`src/design/sts_pkg.sv`:
```
package sts_pkg;

  localparam int TABLE_DEPTH = 64;
  localparam int IDX_W       = $clog2(TABLE_DEPTH);
  localparam int CNT_W       = $clog2(TABLE_DEPTH + 1);
  localparam int KEY_W       = 32;
  localparam int POS_W       = 7;

  // Port requests from the sequencer to the key table.
  typedef struct packed {
    logic             rd_en;
    logic [IDX_W-1:0] rd_addr;
    logic             wr_en;
    logic [IDX_W-1:0] wr_addr;
    logic [KEY_W-1:0] wr_data;
  } ram_req_t;

  typedef struct packed {
    logic             found;
    logic [POS_W-1:0] position;
    logic             inserted;
    logic             table_full;
  } result_t;

endpackage

```
`src/design/sorted_table_search_insert.sv`:
```
// Channel  | Handshake           | Payload
// ---------+---------------------+-------------------------------------------
// input    | in_valid / in_stall | search_key (32, signed)
// output   | out_valid/out_stall | found, position (7), inserted, table_full
//
// An item's time grows with the binary search over n, the fill count, and for
// an insert with s, the larger entries moved; one probe or one move per cycle
// through the key table's separate read and write ports sets this.
// Reset clears the fill count, so the table starts empty; contents need none.
// in_stall is high from acceptance until the result enters the output
// register; a stalled result holds there while the next item is searched.
module sorted_table_search_insert (
  input  logic                        clk,
  input  logic                        rst,
  input  logic                        in_valid,
  output logic                        in_stall,
  input  logic [sts_pkg::KEY_W-1:0]   search_key,
  output logic                        out_valid,
  input  logic                        out_stall,
  output logic                        found,
  output logic [sts_pkg::POS_W-1:0]   position,
  output logic                        inserted,
  output logic                        table_full
);

  sts_pkg::ram_req_t          ram_req;
  logic [sts_pkg::KEY_W-1:0]  ram_rdata;
  logic                       res_valid;
  logic                       res_take;
  sts_pkg::result_t           res;
  sts_pkg::result_t           out_q;

  // Key table: sorted ascending over the filled part.
  sts_ram #(
    .WIDTH (sts_pkg::KEY_W),
    .DEPTH (sts_pkg::TABLE_DEPTH)
  ) u_table (
    .clk     (clk),
    .wr_en   (ram_req.wr_en),
    .wr_addr (ram_req.wr_addr),
    .wr_data (ram_req.wr_data),
    .rd_en   (ram_req.rd_en),
    .rd_addr (ram_req.rd_addr),
    .rd_data (ram_rdata)
  );

  // Sequencer: binary search, match test, entry shift and insert.
  sts_ctrl u_ctrl (
    .clk        (clk),
    .rst        (rst),
    .in_valid   (in_valid),
    .in_stall   (in_stall),
    .search_key (search_key),
    .ram_req    (ram_req),
    .ram_rdata  (ram_rdata),
    .res_valid  (res_valid),
    .res_take   (res_take),
    .res        (res)
  );

  // Load the output register when it is empty or being drained.
  assign res_take = res_valid && (!out_valid || !out_stall);

  always_ff @(posedge clk) begin
    if (rst) begin
      out_valid <= 1'b0;
    end else if (res_take) begin
      out_valid <= 1'b1;
    end else if (!out_stall) begin
      out_valid <= 1'b0;
    end
  end

  // Hold the payload while stalled; advance only on a fresh result.
  always_ff @(posedge clk) begin
    if (res_take) begin
      out_q <= res;
    end
  end

  assign found      = out_q.found;
  assign position   = out_q.position;
  assign inserted   = out_q.inserted;
  assign table_full = out_q.table_full;

endmodule

```
`src/design/sts_ram.sv`:
```
module sts_ram #(
  parameter int WIDTH = 32,
  parameter int DEPTH = 64
) (
  input  logic                     clk,
  input  logic                     wr_en,
  input  logic [$clog2(DEPTH)-1:0] wr_addr,
  input  logic [WIDTH-1:0]         wr_data,
  input  logic                     rd_en,
  input  logic [$clog2(DEPTH)-1:0] rd_addr,
  output logic [WIDTH-1:0]         rd_data
);

  logic [WIDTH-1:0] mem [DEPTH];

  always_ff @(posedge clk) begin
    if (wr_en) begin
      mem[wr_addr] <= wr_data;
    end
    if (rd_en) begin
      rd_data <= mem[rd_addr];
    end
  end

endmodule

```
`src/design/sts_ctrl.sv`:
```
module sts_ctrl (
  input  logic                      clk,
  input  logic                      rst,
  input  logic                      in_valid,
  output logic                      in_stall,
  input  logic [sts_pkg::KEY_W-1:0] search_key,
  output sts_pkg::ram_req_t         ram_req,
  input  logic [sts_pkg::KEY_W-1:0] ram_rdata,
  output logic                      res_valid,
  input  logic                      res_take,
  output sts_pkg::result_t          res
);

  typedef enum logic [5:0] {
    S_IDLE  = 6'b000001,
    S_SRCH  = 6'b000010,
    S_CHK   = 6'b000100,
    S_SHIFT = 6'b001000,
    S_INS   = 6'b010000,
    S_DONE  = 6'b100000
  } state_t;

  state_t                      state, state_next;
  logic [sts_pkg::CNT_W-1:0]   count;
  logic [sts_pkg::CNT_W-1:0]   lo, lo_next;
  logic [sts_pkg::CNT_W-1:0]   hi, hi_next;
  logic [sts_pkg::CNT_W-1:0]   mid_w;
  logic [sts_pkg::IDX_W-1:0]   mid;
  logic                        pend;
  logic [sts_pkg::IDX_W-1:0]   widx;
  logic [sts_pkg::KEY_W-1:0]   key;
  sts_pkg::result_t            res_q;
  logic                        key_lt;
  logic                        hit;
  logic                        is_full;

  // Shared compare unit: one table entry against the held key.
  assign key_lt  = $signed(ram_rdata) < $signed(key);
  assign hit     = (lo < count) && (ram_rdata == key);
  assign is_full = count == sts_pkg::CNT_W'(sts_pkg::TABLE_DEPTH);

  // Narrow the search window with the entry read last cycle.
  always_comb begin
    lo_next = lo;
    hi_next = hi;
    if (pend) begin
      if (key_lt) begin
        lo_next = sts_pkg::CNT_W'(mid) + sts_pkg::CNT_W'(1);
      end else begin
        hi_next = sts_pkg::CNT_W'(mid);
      end
    end
    mid_w = lo_next + ((hi_next - lo_next) >> 1);
  end

  always_comb begin
    state_next      = state;
    ram_req         = '0;
    case (state)
      S_IDLE: begin
        if (in_valid) begin
          state_next = S_SRCH;
        end
      end
      S_SRCH: begin
        ram_req.rd_en = 1'b1;
        if (lo_next < hi_next) begin
          ram_req.rd_addr = mid_w[sts_pkg::IDX_W-1:0];
        end else begin
          // Fetch the entry at the lower bound for the match test.
          ram_req.rd_addr = lo_next[sts_pkg::IDX_W-1:0];
          state_next      = S_CHK;
        end
      end
      S_CHK: begin
        if (hit || is_full) begin
          state_next = S_DONE;
        end else if (count > lo) begin
          ram_req.rd_en   = 1'b1;
          ram_req.rd_addr = sts_pkg::IDX_W'(count - sts_pkg::CNT_W'(1));
          state_next      = S_SHIFT;
        end else begin
          state_next = S_INS;
        end
      end
      S_SHIFT: begin
        // Move one entry up while fetching the one below it.
        ram_req.wr_en   = 1'b1;
        ram_req.wr_addr = widx;
        ram_req.wr_data = ram_rdata;
        if (sts_pkg::CNT_W'(widx) > lo + sts_pkg::CNT_W'(1)) begin
          ram_req.rd_en   = 1'b1;
          ram_req.rd_addr = widx - sts_pkg::IDX_W'(2);
        end else begin
          state_next = S_INS;
        end
      end
      S_INS: begin
        ram_req.wr_en   = 1'b1;
        ram_req.wr_addr = lo[sts_pkg::IDX_W-1:0];
        ram_req.wr_data = key;
        state_next      = S_DONE;
      end
      S_DONE: begin
        if (res_take) begin
          state_next = S_IDLE;
        end
      end
      default: begin
        state_next = S_IDLE;
      end
    endcase
  end

  always_ff @(posedge clk) begin
    if (rst) begin
      state <= S_IDLE;
      count <= '0;
      pend  <= 1'b0;
    end else begin
      state <= state_next;
      case (state)
        S_IDLE: begin
          if (in_valid) begin
            key  <= search_key;
            lo   <= '0;
            hi   <= count;
            pend <= 1'b0;
          end
        end
        S_SRCH: begin
          lo   <= lo_next;
          hi   <= hi_next;
          mid  <= mid_w[sts_pkg::IDX_W-1:0];
          pend <= lo_next < hi_next;
        end
        S_CHK: begin
          pend                 <= 1'b0;
          widx                 <= count[sts_pkg::IDX_W-1:0];
          res_q.found          <= hit;
          res_q.position       <= sts_pkg::POS_W'(lo);
          res_q.inserted       <= !hit && !is_full;
          res_q.table_full     <= !hit && is_full;
        end
        S_SHIFT: begin
          widx <= widx - sts_pkg::IDX_W'(1);
        end
        S_INS: begin
          count <= count + sts_pkg::CNT_W'(1);
        end
        default: begin
        end
      endcase
    end
  end

  assign in_stall  = state != S_IDLE;
  assign res_valid = state == S_DONE;
  assign res       = res_q;

endmodule

```
`config.mk`:
```
export PLATFORM = sky130hd
export DESIGN_NAME = sorted_table_search_insert
export DESIGN_NICKNAME = d
export VERILOG_FILES = /design/src/design/sts_pkg.sv /design/src/design/sorted_table_search_insert.sv /design/src/design/sts_ram.sv /design/src/design/sts_ctrl.sv
export SDC_FILE = /design/constraint.sdc
export NUM_CORES = 2
export LEC_CHECK = 0
export ABC_AREA = 0
export CELL_PAD_IN_SITES_DETAIL_PLACEMENT = 1
export CELL_PAD_IN_SITES_GLOBAL_PLACEMENT = 2
export CORE_UTILIZATION = 50
export DETAILED_ROUTE_END_ITERATION = 10
export DONT_BUFFER_PORTS = 1
export PLACE_DENSITY = 0.85
export SYNTH_ARGS = -nofsm -noshare
export SYNTH_HDL_FRONTEND = slang
export SYNTH_SLANG_ARGS = --single-unit
```
`constraint.sdc`:
```
create_clock -name clk -period 11.6 [get_ports clk]
set_input_delay 2.32 -clock clk [delete_from_list [all_inputs] [get_ports clk]]
set_output_delay 2.32 -clock clk [all_outputs]
set_load 0.02 [all_outputs]
```
# == Word level (Yosys, flattened, before mapping) ==
# Memories as Yosys holds them, arrays and structs flattened. A register that Yosys moved wholly into a read port is not among the register bits.
# Cells that the tools add are included.
# op_classes
add_sub_neg,8
magnitude_cmp,5
n_eq_ne,14
mux,28
bitwise_logic,1
n_reduce_logical,20
# op_table
operator,count
$pmux W39 S2,1
$mux W7,9
$mux W6,6
$pmux W6 S6,1
$eq A32 B32 Y1,1
$lt A32 B32 Y1,1
$pmux W7 S2,2
$pmux W7 S3,1
$add A7 B1 Y7 const B,2
$lt A7 B7 Y1,2
$pmux W6 S2,1
$sub A6 B1 Y6 const B,2
$reduce_and A2 Y1,4
$add A6 B1 Y7 const B,1
$eq A7 B7 Y1 const B,1
$gt A6 B7 Y1,1
$gt A7 B7 Y1,1
$sub A7 B7 Y7,1
$add A6 B6 Y6,1
$eq A6 B1 Y1 const B,1
$eq A6 B2 Y1 const B,1
$eq A6 B3 Y1 const B,1
$eq A6 B4 Y1 const B,1
$eq A6 B5 Y1 const B,1
other kinds (16),32
# word_totals
reg_bits,93
ramBits,2048
inputBits,36
output_inout_bits,12
elab_cells,94
memories,1
# mem_list
memory,words,width,rd,rd_ports_with_merged_regs,write_ports,line_no,rtl
u_table.mem,64,32,1,1,1,sts_ram.sv:14,logic [WIDTH-1:0] mem [DEPTH];

# == Depth between registers and ports, before layout ==
# logic_depth
word_depth,7
ltp_mapped,34
mapped_depth_nobuf,28

# == Hierarchy ==
# From an unflattened synthesis, not the netlist that was laid out.
# hier_totals
hier_cells,3921
hier_area_um2,85020.3
# modules_own_cells
module,n_inst,cells_each,area_each_um2,seq_area_each_um2
sts_ram,1,3324,78835.6,62459.9
sts_ctrl,1,583,5848.1,2322.2
sorted_table_search_insert,1,14,336.6,320.3

# == Worst setup path before layout ==
# Ideal clock, no wire load.
# synth_path
path_kind,flip-flop to flip-flop
from,reg u_table.rd_data[11] (read register of u_table.mem)
to,reg u_table.rd_data[10] (read register of u_table.mem) (data pin)
setup_ns,0.259
t_arrival_ns,6.222
required_ns,11.341
setup_slack_ns,5.119
stages_incl_launch_ff,27
n_path_buf,4
period_less_slack_ns,6.481
cell_sequence,edfxtp_1 ha_1 a21oi_1 o21ai_1 a221o_1 o31a_4 o31ai_4 mux2i_1 ha_1 fa_1 xnor2_1 xnor2_1 ha_1 nor4b_1 o21ai_0 o22ai_1 mux2i_1 a21oi_1 nand2b_1 buf_2 buf_4 buf_2 clkbuf_1 mux4_2 a22oi_1 nand3_1 a211o_1
# synth_via
elab_chain_len,7
word_cells_on_any_way,14
cone_classes,add/sub (2); order compare (2); eq/ne (1); mux (7); reduce/logical (2)
# synth_rtl
item,line_no,rtl
"start, declared",sts_ram.sv:11,output logic [WIDTH-1:0] rd_data
$lt A32 B32 Y1 *,sts_ctrl.sv:38,assign key_lt = $signed(ram_rdata) < $signed(key);
$mux W7 *,sts_ctrl.sv:47,if (key_lt) begin
$mux W7 *,sts_ctrl.sv:46,if (pend) begin
via u_ctrl.lo_next (one bit),sts_ctrl.sv:25,"logic [sts_pkg::CNT_W-1:0] lo, lo_next;"
$sub A7 B7 Y7,sts_ctrl.sv:53,mid_w = lo_next + ((hi_next - lo_next) >> 1);
$add A6 B6 Y6 *,sts_ctrl.sv:53,
via u_ctrl.mid_w (one bit),sts_ctrl.sv:27,logic [sts_pkg::CNT_W-1:0] mid_w;
$mux W6 *,sts_ctrl.sv:67,if (lo_next < hi_next) begin
$pmux W7 S3 *,sts_ctrl.sv:59,case (state)
# Mark *: on every way through the listed nets, which the timed path passes. The rest lies on a longest branch.
# A chain may end at the register's enable or synchronous reset.

# == Final worst setup path ==
# layout_path
from,reg u_table.rd_data[9] (read register of u_table.mem)
to,reg u_table.rd_data[22] (read register of u_table.mem) (data pin)
# layout_via
elab_chain_len,7
word_cells_on_any_way,14
cone_classes,add/sub (2); order compare (2); eq/ne (1); mux (7); reduce/logical (2)
# layout_rtl
item,line_no
$lt A32 B32 Y1 *,sts_ctrl.sv:38
$mux W7,sts_ctrl.sv:47
$mux W7,sts_ctrl.sv:46
$sub A7 B7 Y7,sts_ctrl.sv:53
$add A6 B6 Y6 *,sts_ctrl.sv:53
via u_ctrl.mid_w (one bit),sts_ctrl.sv:27
$mux W6 *,sts_ctrl.sv:67
$pmux W7 S3 *,sts_ctrl.sv:59
# Marks and branches as above.

==> metrics.cfg <==
[status]
status=finished, final reports clean

[timing]
setup-violations-final=0
tightest_slew_ns=1.40
period_share=0.808
fin_skew_ns=0.0394
timing.fmax_mhz=107
layout_setup_ws_ns=2.22
period_needed_ns=9.38
rsz0062_at_grt=no
slew_violations=0
relSlewSlack=0.0660
final-hold-violation-count=0
tns_ns=0

[power]
vdd_drop_max_v=0.000178
p_switching_mw=4.99
p_leak_nw=34.4
p_comb_frac=0.138
p_per_area_mw_per_mm2=186
p_int_mw=13.3
netSwitchingFraction=0.273
seqPwrFrac=0.470
p_clk_frac=0.393
power_mw=18.3

[finish]
fin_nets=6183
drive_above_1_share=0.120
finish.instance_area_mm2=0.0983
fill_cells=16319
stdcell_count=8606
area_growth_pct=11.6

[route]
dr_wl_met3_um=31900
top_layer_used=met5
dr.pass1.iters=5
post_drt_wl_per_cell_um=34.6
via_per_inst=6.63
drt-met1-wl_um=110000
wl_met2_um=140000
ant_nets=0
drc_errors=0
vias=57049
wirelength_um=298000
drtIter0Drc=7934

[synthesis]
synth_nets=6155
synth_top_family_by_area=simple AND/OR/NAND/NOR gates
ys_ff_latch=2173
synth-compound-area-share=0.0745
synth_area_per_cell_um2=14.6
synth-xor-area-share=0.00368
syn_inst=6053
synthesis.area_mm2=0.0881
yosysSeqAreaShare=0.739
synth_top_flop_cell=edfxtp_1
muxShareOfSynthArea=0.0408
yosys.area_share.simple=0.105
synth_cell_type_count=98
synth_edf_count=2158
synth_fa_ha_area_frac=0.00946
synth.yosys.warnings=0
synth-async-reset-ratio=0

[global_routing]
grt.overflow.total=0
grt_max_degree=134
track_usage=0.331
grt_pass1_wl_um=422000
antenna_found_initial=26
grt_pass1_vias=58466

[placement]
pre_cts_ws_ns=2.49
post_dp_cell_area_mm2=0.0910
portBuffers=0
placedCellCount=8185
dp_hpwl_um=167000
routabilityCongestion=0.901

[worst_setup_path]
cp.depth=27
arrival_ns=9.94
cp_top_family=compound AO/OA/AOI/OAI gates
crit_path_top_delay_cell=nand3_1
reg2reg_depth=27
endpoint=u_table.rd_data[22]$_DFFE_PP_
worstSetupPathType=reg -> reg
critPathMaxFanout=23
reg2reg_from=u_table.rd_data[9]$_DFFE_PP_
cpPeakStageDelay_ns=1.02
crit_start=u_table.rd_data[9]$_DFFE_PP_
ff2ff_setup_slack_ns=2.22
critPathRequiredTime_ns=12.16
end_kind=flip-flop
r2r-end=u_table.rd_data[22]$_DFFE_PP_
path_buf_inv=1
cp-start-kind=flip-flop

[die]
start_util=0.505
core_area_mm2=0.174
rows=153
die_y_um=422
pin_count=48
dieArea_mm2=0.178
die_width_um=422

[cts]
clockRootBuffer=clkbuf_16
numCtsBuffers=219
clock_path_buffers=3
cts_setup_buffers=0
htreeDepth=4
cts_tree=done
hold_buffers=0
clock_sinks=2173
clkTransAtPathRegs_ns=0.07
cts_resized=0
clk_latency_ns=0.88

[min_path]
min-delay-start=u_ctrl.res[9]$_DFFE_PP_
holdCritPathClass=reg -> reg

[run]
cap_violations=0

-- registers in the layout, summed over array words and instances, names as in the netlist, 6 cells and up --
register / cells
u_table.mem: 2048
u_ctrl.key: 32
u_table.rd_data: 32
u_ctrl.res: 10
position: 7
u_ctrl.count: 7
u_ctrl.hi: 7
u_ctrl.lo: 7
u_ctrl.mid: 6
u_ctrl.state: 6
u_ctrl.widx: 6
-- cells by family (layout without fill, tap and decap cells) --
| family | after synthesis | after routing |
|---|---|---|
| compound gates | 968 | 968 |
| mux | 244 | 244 |
| xor+xnor | 37 | 37 |
| simple gates | 2127 | 2127 |
| other cells | 0 | 18 |
| flops | 2173 | 2173 |
| buf+inv | 438 | 648 |
| fa+ha+maj | 66 | 66 |
-- layer usage --
metal,track usage,up-vias
li1,-,23190
met1,0.430,29550
met2,0.521,3571
met3,0.0739,728
met4,0.178,10
met5,0,-
-- synth_stat cells (7+ instances only) --
master / number / area, um2
a21o_1: 9 / 67.6
a21oi_1: 302 / 1510
a221oi_1: 58 / 508
a22o_1: 47 / 412
a22oi_1: 66 / 495
a311oi_1: 87 / 762
a31oi_1: 74 / 463
a32oi_1: 39 / 342
and3_1: 113 / 707
buf_1: 18 / 67.6
buf_2: 165 / 826
buf_4: 79 / 593
buf_6: 27 / 304
clkbuf_1: 80 / 300
dfxtp_1: 15 / 300
edfxtp_1: 2158 / 64800
ha_1: 65 / 813
inv_1: 63 / 236
mux2_2: 7 / 78.8
mux2i_1: 146 / 1460
mux4_2: 90 / 2030
nand2_1: 1318 / 4950
nand3_1: 360 / 1800
nand3b_1: 8 / 60.1
nand4_1: 59 / 369
nor2_1: 150 / 563
nor2b_1: 8 / 50.1
nor3_1: 45 / 225
nor4_1: 10 / 62.6
o211ai_1: 15 / 113
o21a_1: 12 / 90.1
o21ai_0: 88 / 440
o21ai_1: 25 / 125
o22ai_1: 53 / 332
or3_1: 8 / 50.1
xnor2_1: 25 / 219
xor2_1: 12 / 105
-- final cells by class --
| type | instances | area, um2 | share of cell area |
|---|---|---|---|
| Timing Repair Buffer | 181 | 1550 | 0.0157 |
| Tap cell | 2325 | 2910 | 0.0296 |
| Antenna cell | 18 | 45.0 | 0.000458 |
| Clock inverter | 155 | 1580 | 0.0161 |
| Sequential cell | 2173 | 65100 | 0.662 |
| Clock buffer | 248 | 5630 | 0.0573 |
| Inverter | 64 | 254 | 0.00258 |
| Multi-Input combinational cell | 3442 | 21200 | 0.216 |
-- power by group through the flow --
stage                     clock, mW  sequential, mW  combinational (mW)
after floorplan                   0            8.74                1.67
after global placement            0            8.76                2.40
after detailed placement          0            8.76                2.46
after CTS                      7.23            8.60                2.48
after global routing           7.49            8.59                2.63
final                          7.18            8.60                2.52
-- cells in the final DEF, fill, tap and decap left out, drive strengths merged, types with 18 or more instances in the layout --
cell type  synthesis  final
edfxtp          2158   2158
nand2           1318   1318
nand3            362    362
a21oi            303    303
clkbuf            80    248
buf              294    181
nor2             154    154
mux2i            146    146
o21ai            115    115
clkinv             0    114
and3             113    113
mux4              91     91
a311oi            88     88
a31oi             74     74
inv               63     70
a22oi             66     66
ha                65     65
nand4             61     61
a221oi            61     61
o22ai             53     53
nor3              47     47
a22o              47     47
a32oi             39     39
bufinv             1     27
xnor2             25     25
diode              0     18
-- worst min path at each step --
| stage | end | depth (start not counted) |
|---|---|---|
| 2_1_floorplan | found$_DFFE_PP_ | 0 |
| 3_3_place_gp | table_full$_DFFE_PP_ | 0 |
| 3_5_place_dp | found$_DFFE_PP_ | 0 |
| 4_1_cts | found$_DFFE_PP_ | 0 |
| 5_1_grt | position[5]$_DFFE_PP_ | 0 |
| 6_report | found$_DFFE_PP_ | 0 |
-- through the flow --
stage / hold WS (ns) / utilization
detailed placement: 0.408 / 0.522
global route: 0.425 / 0.563
CTS: 0.420 / 0.563
finish: 0.421 / 0.564
floorplan: 0.400 / -
global placement: 0.403 / 0.522
Power figures use the tool's default switching activity.
